--- src/hw/rtl/nvs_pkg.sv ---
// nvs_pkg: shared types and constants of the nearest vertex search core
// used by every module under hw/rtl, no dependencies of its own
`default_nettype none

package nvs_pkg;

  localparam int COORD_W = 24;  // width of one coordinate field
  localparam int MAG_W   = 24;  // magnitude of a coordinate difference
  localparam int SQ_W    = 2 * MAG_W;
  localparam int IDX_W   = 16;
  localparam int DIST_W  = 50;

  localparam int DEF_MAX_VERTICES = 65536;
  localparam int DEF_COORD_BITS   = 24;

  localparam int QUEUE_DEPTH = 4;  // power of two, pointers wrap
  localparam int QPTR_W      = $clog2(QUEUE_DEPTH);
  localparam int QCNT_W      = $clog2(QUEUE_DEPTH + 1);

  localparam logic KIND_QUERY  = 1'b0;
  localparam logic KIND_VERTEX = 1'b1;

  localparam logic [DIST_W-1:0] DIST_MAX = {DIST_W{1'b1}};

  typedef struct packed {
    logic                      kind;
    logic signed [COORD_W-1:0] coord_x;
    logic signed [COORD_W-1:0] coord_y;
    logic signed [COORD_W-1:0] coord_z;
    logic                      last_vertex;
  } nvs_in_t;

  typedef struct packed {
    logic [IDX_W-1:0]  nearest_index;
    logic [DIST_W-1:0] min_distance_sq;
    logic              index_overflow;
  } nvs_out_t;

  // one classified vertex on its way from the front to the back
  typedef struct packed {
    logic [MAG_W-1:0] mag_x;
    logic [MAG_W-1:0] mag_y;
    logic [MAG_W-1:0] mag_z;
    logic [IDX_W-1:0] index;
    logic             overflow;  // overflow seen so far in this set
    logic             last;
    logic             first;     // first vertex of a set, best restarts
  } nvs_entry_t;

  typedef struct packed {
    logic full;
    logic empty;
  } nvs_qstat_t;

endpackage

`default_nettype wire

--- src/hw/rtl/nvs_front.sv ---
// nvs_front: accepts input transactions, latches query points, numbers vertices
// and pushes per-axis distance magnitudes into the queue; uses nvs_pkg
`default_nettype none

module nvs_front #(
  parameter int MAX_VERTICES = nvs_pkg::DEF_MAX_VERTICES,
  parameter int COORD_BITS   = nvs_pkg::DEF_COORD_BITS
) (
  input  wire logic                clk_i,
  input  wire logic                rst_ni,
  input  wire logic                in_valid_i,
  output logic                     in_stall_o,
  input  wire nvs_pkg::nvs_in_t    in_data_i,
  input  wire nvs_pkg::nvs_qstat_t qstat_i,
  output logic                     push_o,
  output nvs_pkg::nvs_entry_t      entry_o
);

  localparam int CW       = nvs_pkg::COORD_W;
  localparam int CNT_W    = $clog2(MAX_VERTICES + 1);
  localparam int IDX_CAP  = (MAX_VERTICES - 1 > 65535) ? 65535 : MAX_VERTICES - 1;
  // wider formats than the field carry the field as an unsigned value
  localparam int SIGN_POS = (COORD_BITS > CW) ? CW - 1 : COORD_BITS - 1;
  localparam logic ZERO_EXT = (COORD_BITS > CW);

  function automatic logic signed [CW:0] ext_coord(logic [CW-1:0] raw);
    logic signed [CW:0] c;
    for (int i = 0; i < CW; i++) begin
      c[i] = (i > SIGN_POS) ? raw[SIGN_POS] : raw[i];
    end
    c[CW] = ZERO_EXT ? 1'b0 : raw[SIGN_POS];
    return c;
  endfunction

  function automatic logic [nvs_pkg::MAG_W-1:0] abs_diff(logic signed [CW:0] a,
                                                        logic signed [CW:0] b);
    logic signed [CW:0] d;
    logic signed [CW:0] n;
    d = a - b;
    n = -d;
    return d[CW] ? n[nvs_pkg::MAG_W-1:0] : d[nvs_pkg::MAG_W-1:0];
  endfunction

  logic signed [CW:0] query_x_q, query_x_d;
  logic signed [CW:0] query_y_q, query_y_d;
  logic signed [CW:0] query_z_q, query_z_d;
  logic [CNT_W-1:0]   cnt_q, cnt_d;
  logic               ovf_q, ovf_d;
  logic               first_q, first_d;

  logic signed [CW:0] vx, vy, vz;
  logic               accept;
  logic               is_vertex;
  logic               sat;
  logic               above_cap;
  logic               ovf_now;
  logic [nvs_pkg::IDX_W-1:0] idx;

  assign in_stall_o = qstat_i.full;
  assign accept     = in_valid_i && !qstat_i.full;
  assign is_vertex  = (in_data_i.kind == nvs_pkg::KIND_VERTEX);
  assign push_o     = accept && is_vertex;

  assign vx = ext_coord(in_data_i.coord_x);
  assign vy = ext_coord(in_data_i.coord_y);
  assign vz = ext_coord(in_data_i.coord_z);

  assign sat       = (cnt_q >= CNT_W'(MAX_VERTICES));
  assign above_cap = (cnt_q > CNT_W'(IDX_CAP));
  assign ovf_now   = sat || above_cap;
  assign idx       = ovf_now ? nvs_pkg::IDX_W'(IDX_CAP) : nvs_pkg::IDX_W'(cnt_q);

  always_comb begin
    entry_o.mag_x    = abs_diff(vx, query_x_q);
    entry_o.mag_y    = abs_diff(vy, query_y_q);
    entry_o.mag_z    = abs_diff(vz, query_z_q);
    entry_o.index    = idx;
    entry_o.overflow = ovf_q || ovf_now;
    entry_o.last     = in_data_i.last_vertex;
    entry_o.first    = first_q;
  end

  always_comb begin
    query_x_d = query_x_q;
    query_y_d = query_y_q;
    query_z_d = query_z_q;
    cnt_d     = cnt_q;
    ovf_d     = ovf_q;
    first_d   = first_q;
    if (accept && !is_vertex) begin
      query_x_d = vx;
      query_y_d = vy;
      query_z_d = vz;
      cnt_d     = '0;
      ovf_d     = 1'b0;
      first_d   = 1'b1;
    end else if (push_o) begin
      if (in_data_i.last_vertex) begin
        cnt_d   = '0;
        ovf_d   = 1'b0;
        first_d = 1'b1;
      end else begin
        cnt_d   = sat ? cnt_q : cnt_q + CNT_W'(1);
        ovf_d   = ovf_q || ovf_now;
        first_d = 1'b0;
      end
    end
  end

  always_ff @(posedge clk_i or negedge rst_ni) begin
    if (!rst_ni) begin
      query_x_q <= '0;
      query_y_q <= '0;
      query_z_q <= '0;
      cnt_q     <= '0;
      ovf_q     <= 1'b0;
      first_q   <= 1'b1;
    end else begin
      query_x_q <= query_x_d;
      query_y_q <= query_y_d;
      query_z_q <= query_z_d;
      cnt_q     <= cnt_d;
      ovf_q     <= ovf_d;
      first_q   <= first_d;
    end
  end

endmodule

`default_nettype wire

--- src/hw/rtl/nvs_queue.sv ---
// nvs_queue: short fifo of classified vertices between front and back
// entry type and depth come from nvs_pkg
`default_nettype none

module nvs_queue (
  input  wire logic                clk_i,
  input  wire logic                rst_ni,
  input  wire logic                push_i,
  input  wire nvs_pkg::nvs_entry_t wr_data_i,
  input  wire logic                pop_i,
  output nvs_pkg::nvs_entry_t      rd_data_o,
  output nvs_pkg::nvs_qstat_t      qstat_o
);

  nvs_pkg::nvs_entry_t              mem_q [nvs_pkg::QUEUE_DEPTH];
  logic [nvs_pkg::QPTR_W-1:0]       wr_ptr_q, wr_ptr_d;
  logic [nvs_pkg::QPTR_W-1:0]       rd_ptr_q, rd_ptr_d;
  logic [nvs_pkg::QCNT_W-1:0]       count_q, count_d;

  assign qstat_o.full  = (count_q == nvs_pkg::QCNT_W'(nvs_pkg::QUEUE_DEPTH));
  assign qstat_o.empty = (count_q == '0);
  assign rd_data_o     = mem_q[rd_ptr_q];

  always_comb begin
    wr_ptr_d = push_i ? wr_ptr_q + nvs_pkg::QPTR_W'(1) : wr_ptr_q;
    rd_ptr_d = pop_i  ? rd_ptr_q + nvs_pkg::QPTR_W'(1) : rd_ptr_q;
    count_d  = count_q;
    case ({push_i, pop_i})
      2'b10:   count_d = count_q + nvs_pkg::QCNT_W'(1);
      2'b01:   count_d = count_q - nvs_pkg::QCNT_W'(1);
      default: count_d = count_q;
    endcase
  end

  always_ff @(posedge clk_i) begin
    if (push_i) begin
      mem_q[wr_ptr_q] <= wr_data_i;
    end
  end

  always_ff @(posedge clk_i or negedge rst_ni) begin
    if (!rst_ni) begin
      wr_ptr_q <= '0;
      rd_ptr_q <= '0;
      count_q  <= '0;
    end else begin
      wr_ptr_q <= wr_ptr_d;
      rd_ptr_q <= rd_ptr_d;
      count_q  <= count_d;
    end
  end

  a_no_push_when_full: assert property (@(posedge clk_i) disable iff (!rst_ni)
    push_i |-> !qstat_o.full)
    else $error("queue pushed while full");

  a_no_pop_when_empty: assert property (@(posedge clk_i) disable iff (!rst_ni)
    pop_i |-> !qstat_o.empty)
    else $error("queue popped while empty");

endmodule

`default_nettype wire

--- src/hw/rtl/nvs_back.sv ---
// nvs_back: squares, sum, running minimum and output register of the search
// pulls classified vertices from nvs_queue; uses nvs_pkg
`default_nettype none

module nvs_back (
  input  wire logic                clk_i,
  input  wire logic                rst_ni,
  input  wire nvs_pkg::nvs_qstat_t qstat_i,
  input  wire nvs_pkg::nvs_entry_t entry_i,
  output logic                     pop_o,
  output logic                     out_valid_o,
  input  wire logic                out_stall_i,
  output nvs_pkg::nvs_out_t        out_data_o
);

  localparam int SQ_W   = nvs_pkg::SQ_W;
  localparam int DIST_W = nvs_pkg::DIST_W;
  localparam int IDX_W  = nvs_pkg::IDX_W;

  logic en;

  // stage 1: squared axis terms
  logic              s1_valid_q;
  logic [SQ_W-1:0]   s1_sq_x_q, s1_sq_y_q, s1_sq_z_q;
  logic [IDX_W-1:0]  s1_idx_q;
  logic              s1_ovf_q, s1_last_q, s1_first_q;
  logic [SQ_W-1:0]   sq_x, sq_y, sq_z;

  // stage 2: squared distance
  logic              s2_valid_q;
  logic [DIST_W-1:0] s2_sum_q;
  logic [IDX_W-1:0]  s2_idx_q;
  logic              s2_ovf_q, s2_last_q, s2_first_q;

  // running best and output register
  logic [DIST_W-1:0] best_dist_q;
  logic [IDX_W-1:0]  best_idx_q;
  logic [DIST_W-1:0] base_dist, new_dist;
  logic [IDX_W-1:0]  base_idx, new_idx;
  logic              win;
  logic              out_valid_q;
  nvs_pkg::nvs_out_t out_data_q;

  // the whole back end holds while a result waits and the receiver stalls
  assign en    = !(out_valid_q && out_stall_i);
  assign pop_o = en && !qstat_i.empty;

  assign sq_x = entry_i.mag_x * entry_i.mag_x;
  assign sq_y = entry_i.mag_y * entry_i.mag_y;
  assign sq_z = entry_i.mag_z * entry_i.mag_z;

  always_comb begin
    base_dist = s2_first_q ? nvs_pkg::DIST_MAX : best_dist_q;
    base_idx  = s2_first_q ? '0 : best_idx_q;
    win       = (s2_sum_q < base_dist);  // strict, ties keep the earlier vertex
    new_dist  = win ? s2_sum_q : base_dist;
    new_idx   = win ? s2_idx_q : base_idx;
  end

  always_ff @(posedge clk_i) begin
    if (en) begin
      s1_sq_x_q  <= sq_x;
      s1_sq_y_q  <= sq_y;
      s1_sq_z_q  <= sq_z;
      s1_idx_q   <= entry_i.index;
      s1_ovf_q   <= entry_i.overflow;
      s1_last_q  <= entry_i.last;
      s1_first_q <= entry_i.first;
      s2_sum_q   <= DIST_W'(s1_sq_x_q) + DIST_W'(s1_sq_y_q) + DIST_W'(s1_sq_z_q);
      s2_idx_q   <= s1_idx_q;
      s2_ovf_q   <= s1_ovf_q;
      s2_last_q  <= s1_last_q;
      s2_first_q <= s1_first_q;
      if (s2_valid_q && s2_last_q) begin
        out_data_q.nearest_index   <= new_idx;
        out_data_q.min_distance_sq <= new_dist;
        out_data_q.index_overflow  <= s2_ovf_q;
      end
    end
  end

  always_ff @(posedge clk_i or negedge rst_ni) begin
    if (!rst_ni) begin
      s1_valid_q  <= 1'b0;
      s2_valid_q  <= 1'b0;
      out_valid_q <= 1'b0;
      best_dist_q <= nvs_pkg::DIST_MAX;
      best_idx_q  <= '0;
    end else if (en) begin
      s1_valid_q  <= pop_o;
      s2_valid_q  <= s1_valid_q;
      out_valid_q <= s2_valid_q && s2_last_q;
      if (s2_valid_q) begin
        best_dist_q <= new_dist;
        best_idx_q  <= new_idx;
      end
    end
  end

  assign out_valid_o = out_valid_q;
  assign out_data_o  = out_data_q;

  a_first_vertex_wins: assert property (@(posedge clk_i) disable iff (!rst_ni)
    (en && s2_valid_q && s2_first_q) |=> (best_dist_q == $past(s2_sum_q)))
    else $error("first vertex of a set did not become the best");

  a_result_has_vertex: assert property (@(posedge clk_i) disable iff (!rst_ni)
    out_valid_o |-> (out_data_o.min_distance_sq != nvs_pkg::DIST_MAX))
    else $error("result distance at the empty-set value");

endmodule

`default_nettype wire

--- src/hw/rtl/nearest_vertex_search_core.sv ---
// nearest_vertex_search_core: top level of the brute-force nearest vertex search
// instantiates nvs_front, nvs_queue and nvs_back; types from nvs_pkg
//
// usage: send a query transaction (kind 0) with the query point, then stream
// mesh vertices (kind 1), one per cycle; the vertex with last_vertex set closes
// the set and one result transaction follows with the index of the closest
// vertex (earliest on ties), its squared distance and the index overflow flag.
// a query transaction gives no result, its last_vertex is ignored.
// throughput: one input transaction per cycle, queries and vertices alike,
// while in_stall_o is low. result path: the last vertex passes through the
// queue slot, the square stage and the sum stage ahead of the compare, which
// loads the output register.
// reset: query point is the origin, no set is open, nothing to clear.
// receiver stall: the result holds in the output register and the back end
// freezes; the four-entry queue keeps taking vertices until full, then
// in_stall_o rises. later sets reuse the last query point.
`default_nettype none

module nearest_vertex_search_core #(
  parameter int MAX_VERTICES = nvs_pkg::DEF_MAX_VERTICES,
  parameter int COORD_BITS   = nvs_pkg::DEF_COORD_BITS
) (
  input  wire logic              clk_i,
  input  wire logic              rst_ni,
  input  wire logic              in_valid_i,
  output logic                   in_stall_o,
  input  wire nvs_pkg::nvs_in_t  in_data_i,
  output logic                   out_valid_o,
  input  wire logic              out_stall_i,
  output nvs_pkg::nvs_out_t      out_data_o
);

  nvs_pkg::nvs_qstat_t qstat;
  nvs_pkg::nvs_entry_t wr_entry;
  nvs_pkg::nvs_entry_t rd_entry;
  logic                push;
  logic                pop;

  nvs_front #(
    .MAX_VERTICES (MAX_VERTICES),
    .COORD_BITS   (COORD_BITS)
  ) u_front (
    .clk_i      (clk_i),
    .rst_ni     (rst_ni),
    .in_valid_i (in_valid_i),
    .in_stall_o (in_stall_o),
    .in_data_i  (in_data_i),
    .qstat_i    (qstat),
    .push_o     (push),
    .entry_o    (wr_entry)
  );

  nvs_queue u_queue (
    .clk_i     (clk_i),
    .rst_ni    (rst_ni),
    .push_i    (push),
    .wr_data_i (wr_entry),
    .pop_i     (pop),
    .rd_data_o (rd_entry),
    .qstat_o   (qstat)
  );

  nvs_back u_back (
    .clk_i       (clk_i),
    .rst_ni      (rst_ni),
    .qstat_i     (qstat),
    .entry_i     (rd_entry),
    .pop_o       (pop),
    .out_valid_o (out_valid_o),
    .out_stall_i (out_stall_i),
    .out_data_o  (out_data_o)
  );

endmodule

`default_nettype wire

--- config.mk ---
export PLATFORM = sky130hd
export DESIGN_NAME = nearest_vertex_search_core
export DESIGN_NICKNAME = d
export VERILOG_FILES = /design/src/hw/rtl/nvs_pkg.sv /design/src/hw/rtl/nvs_front.sv /design/src/hw/rtl/nvs_queue.sv /design/src/hw/rtl/nvs_back.sv /design/src/hw/rtl/nearest_vertex_search_core.sv
export SDC_FILE = /design/constraint.sdc
export NUM_CORES = 2
export LEC_CHECK = 0
export ABC_AREA = 0
export BUFFER_PORTS_ARGS = -buffer_cell sky130_fd_sc_hd__buf_2
export CORE_MARGIN = 8
export CORE_UTILIZATION = 55
export CTS_BUF_LIST = sky130_fd_sc_hd__clkbuf_16
export CTS_CLUSTER_SIZE = 16
export DETAILED_ROUTE_END_ITERATION = 10
export PLACE_DENSITY = 0.71
export SLEW_MARGIN = 10
export SYNTH_ARGS = -nofsm -noshare
export SYNTH_HDL_FRONTEND = slang
export SYNTH_SLANG_ARGS = --single-unit
export TNS_END_PERCENT = 10
--- constraint.sdc ---
create_clock -name clk_i -period 12.8 [get_ports clk_i]
set_clock_uncertainty 0.1 [all_clocks]
set_input_delay 1.92 -clock clk_i [delete_from_list [all_inputs] [get_ports clk_i]]
set_output_delay 1.92 -clock clk_i [all_outputs]
set_load 0.02 [all_outputs]
==> results.sh <==
export IMPL_status="complete, no violations"
export IMPL_synthTopCellsByArea="fa_1 29%, edfxtp_1 22%, ha_1 10%"
export IMPL_yosys_area_share_simple=0.0900
export IMPL_synth_top_area_cell="fa_1"
export IMPL_grt_max_degree=163
export IMPL_yosysWarnings=0
export IMPL_utilization=0.592
export IMPL_cts_tree="yes"
export IMPL_yosys_top_cells_count="1,972 x inv_1, 1,271 x fa_1, 764 x nand2_1"
export IMPL_antenna_found_initial=11
export IMPL_initial_utilization=0.552
export IMPL_fin_ws_ps=2240
export IMPL_grt_pass1_wl_mm=347
export IMPL_cp_data_required_time_ps=13160
export IMPL_viasPerCell=5.54
export IMPL_cts_resized=0
export IMPL_cts_htree_levels=3
export IMPL_ys_types=88
export IMPL_fp_dieW_um=417
export IMPL_start_kind="flip-flop"
export IMPL_layout_nets=10800
export IMPL_grt_total_usage=0.250
export IMPL_wl_met2_mm=100
export IMPL_maxCapViolCount=0
export IMPL_tns_ps=0
export IMPL_finalCritPeriodShare=0.825
export IMPL_place_hpwl_mm=171
export IMPL_drv_slew=0
export IMPL_worstSkewPairLatency_ps=760
export IMPL_io_buffers=146
export IMPL_synth_compound_area_frac=0.0838
export IMPL_met3_length_mm=17.2
export IMPL_clockRootBuffer="clkbuf_16"
export IMPL_multi_input_area_mm2=0.0560
export IMPL_m1WireLength_mm=92.6
export IMPL_syn_avg_cell_area_um2=10.2
export IMPL_placed_area_mm2=0.0915
export IMPL_synth_mux_area_frac=0.0318
export IMPL_post_cts_setup_buffers=0
export IMPL_dieHeight_um=417
export IMPL_synth_fa_ha_area_frac=0.392
export IMPL_finalHoldViolCount=0
export IMPL_synth_top_family_by_area="adder cells"
export IMPL_design_die_area_mm2=0.174
export IMPL_yosys_most_used_dff="edfxtp_1"
export IMPL_drt_iter0_markers=4554
export IMPL_crit_family="adder cells"
export IMPL_synth_area_mm2=0.0883
export IMPL_vias=60400
export IMPL_place_gp_congestion=0.953
export IMPL_fmax_ghz=0.0947
export IMPL_cts_sinks=827
export IMPL_ios=147
export IMPL_row_count=147
export IMPL_regArea_mm2=0.0241
export IMPL_max_slew_worst_pin_slew_ps=1190
export IMPL_fillCellCount=13200
export IMPL_topRoutingLayerUsed="met5"
export IMPL_clock_path_buffers=3
export IMPL_worst_path_max_fanout=72
export IMPL_first_global_vias=64800
export IMPL_rsz0062_at_grt="false"
export IMPL_antenna_left=0
export IMPL_synth_edf_count=660
export IMPL_clkTransAtPathRegs_ps=60
export IMPL_cp_num_buf_inv=9
export IMPL_drive_gt1_frac=0.0689
export IMPL_totalWireLength_mm=217
export IMPL_critPathSlowestCell="clkinv_1"
export IMPL_ctsHoldBuffers=0
export IMPL_grt_overflow=0
export IMPL_preCtsSetupSlack_ps=2300
export IMPL_drcViolationCount=0
export IMPL_slowest_delay_ps=870
export IMPL_wire_per_inst_um=19.9
export IMPL_synth_most_common_cell="inv_1"
export IMPL_syn_num_nets=10700
export IMPL_async_flop_share=0.202
export IMPL_synth_cells=8634
export IMPL_cp_arrival_ps=10920
export IMPL_slew_headroom=0.204
export IMPL_synth_xor_area_share=0.0351
export IMPL_critPathKind="flip-flop to flip-flop"
export IMPL_firstDrtPassIters=7
export IMPL_yosysTopAreaCellShare=0.288
export IMPL_fin_area_mm2=0.0947
export IMPL_core_mm2=0.160
export IMPL_endpoint_kind="flip-flop"
export IMPL_fin_crit_ps=10560
export IMPL_hold_class="flip-flop to flip-flop"
export IMPL_seq_area_frac_synth=0.273
export IMPL_layout_area_overhead_vs_synth_pct=7.32
export IMPL_cts_buffers=94
export IMPL_finalSetupViolations=0
export IMPL_ys_ff_latch=827
path summary, 6_finish.rpt:
kind / from / end / slack [ps] / depth (start not counted)
max in group asynchronous: rst_ni / u_back.best_dist_q[25] / 9370 / 3
worst min register to register: u_back.s1_idx_q[12] / u_back.s2_idx_q[12] / 320 / 0
worst max register to register: u_queue.rd_ptr_q[1] / u_back.s1_sq_z_q[47] / 2240 / 31
min in group asynchronous: rst_ni / u_front.query_x_q[10] / 1030 / 1
worst max-delay path: u_queue.rd_ptr_q[1] / u_back.s1_sq_z_q[47] / 2240 / 31
worst min-delay path: u_back.s1_idx_q[12] / u_back.s2_idx_q[12] / 320 / 0
final cells by class:
class / instances / area share
Clock inverter: 82 / 0.00928
Antenna cell: 6 / 0.000158
Timing Repair Buffer: 227 / 0.0146
Clock buffer: 94 / 0.0248
Tap cell: 2086 / 0.0275
Inverter: 1991 / 0.0789
Sequential cell: 827 / 0.254
Multi-Input combinational cell: 5587 / 0.591
cells by family (layout without fill, tap and decap cells):
group / after synthesis / after routing
DFF: 827 / 827
other: 0 / 6
and+or+nand+nor: 1838 / 1838
buffers and inverters: 2220 / 2394
muxes: 245 / 245
adders and majority gates: 2005 / 2005
xor gates and xnor gates: 354 / 354
AOI/OAI and AO/OA: 1145 / 1145
layout by cell type, fill, tap and decap left out, types with 15 or more instances in the layout:
master,instances
inv_1,1990
fa_1,1271
nand2_1,761
ha_1,734
edfxtp_1,660
nor2_1,654
a21oi_1,272
xnor2_1,252
o21ai_0,243
a21o_1,160
buf_2,145
mux2i_1,131
dfrtp_1,114
xor2_1,102
mux2_2,94
clkbuf_16,94
o21a_1,86
buf_4,78
nor2b_1,61
nor3_1,55
nand3_1,52
dfstp_2,51
a2bb2oi_1,50
nand4_1,45
o21bai_1,43
o21ai_1,42
a31oi_1,38
nand2b_1,38
or3_1,37
and3_1,32
a211oi_1,25
o211ai_1,21
clkinv_1,20
or2_2,19
mux4_2,19
a22o_1,18
and2_1,16
clkinv_2,15
state kept, by name, summed over array words and instances, names as in the netlist, 2 cells and up:
name                count
u_back.best_dist_q     50
u_back.s1_sq_y_q       47
u_back.s1_idx_q        16
u_front.query_y_q      24
u_back.s1_sq_z_q       47
u_front.query_x_q      24
u_queue.wr_ptr_q        2
u_queue.mem_q         364
u_front.query_z_q      24
u_back.s2_sum_q        50
u_back.s2_idx_q        16
u_queue.count_q         3
u_back.out_data_o      67
u_queue.rd_ptr_q        2
u_back.best_idx_q      16
u_front.cnt_q          17
u_back.s1_sq_x_q       47
per-stage QoR:
step                instances  hold WS (ps)
detailed placement      10700           305
finish                  10900           318
global placement        10700           301
CTS                     10900           318
global route            10900           321
floorplan                8634           300
layer usage:
| metal | vias up | global-route usage |
|---|---|---|
| met1 | 30100 | 0.341 |
| met5 | - | 0 |
| met3 | 441 | 0.0488 |
| li1 | 27700 | - |
| met4 | 8 | 0.0739 |
| met2 | 2138 | 0.409 |
Power is left out: the tool's default activity adds up to more than one toggle a clock period on the data nets, which glitch-free logic cannot reach.
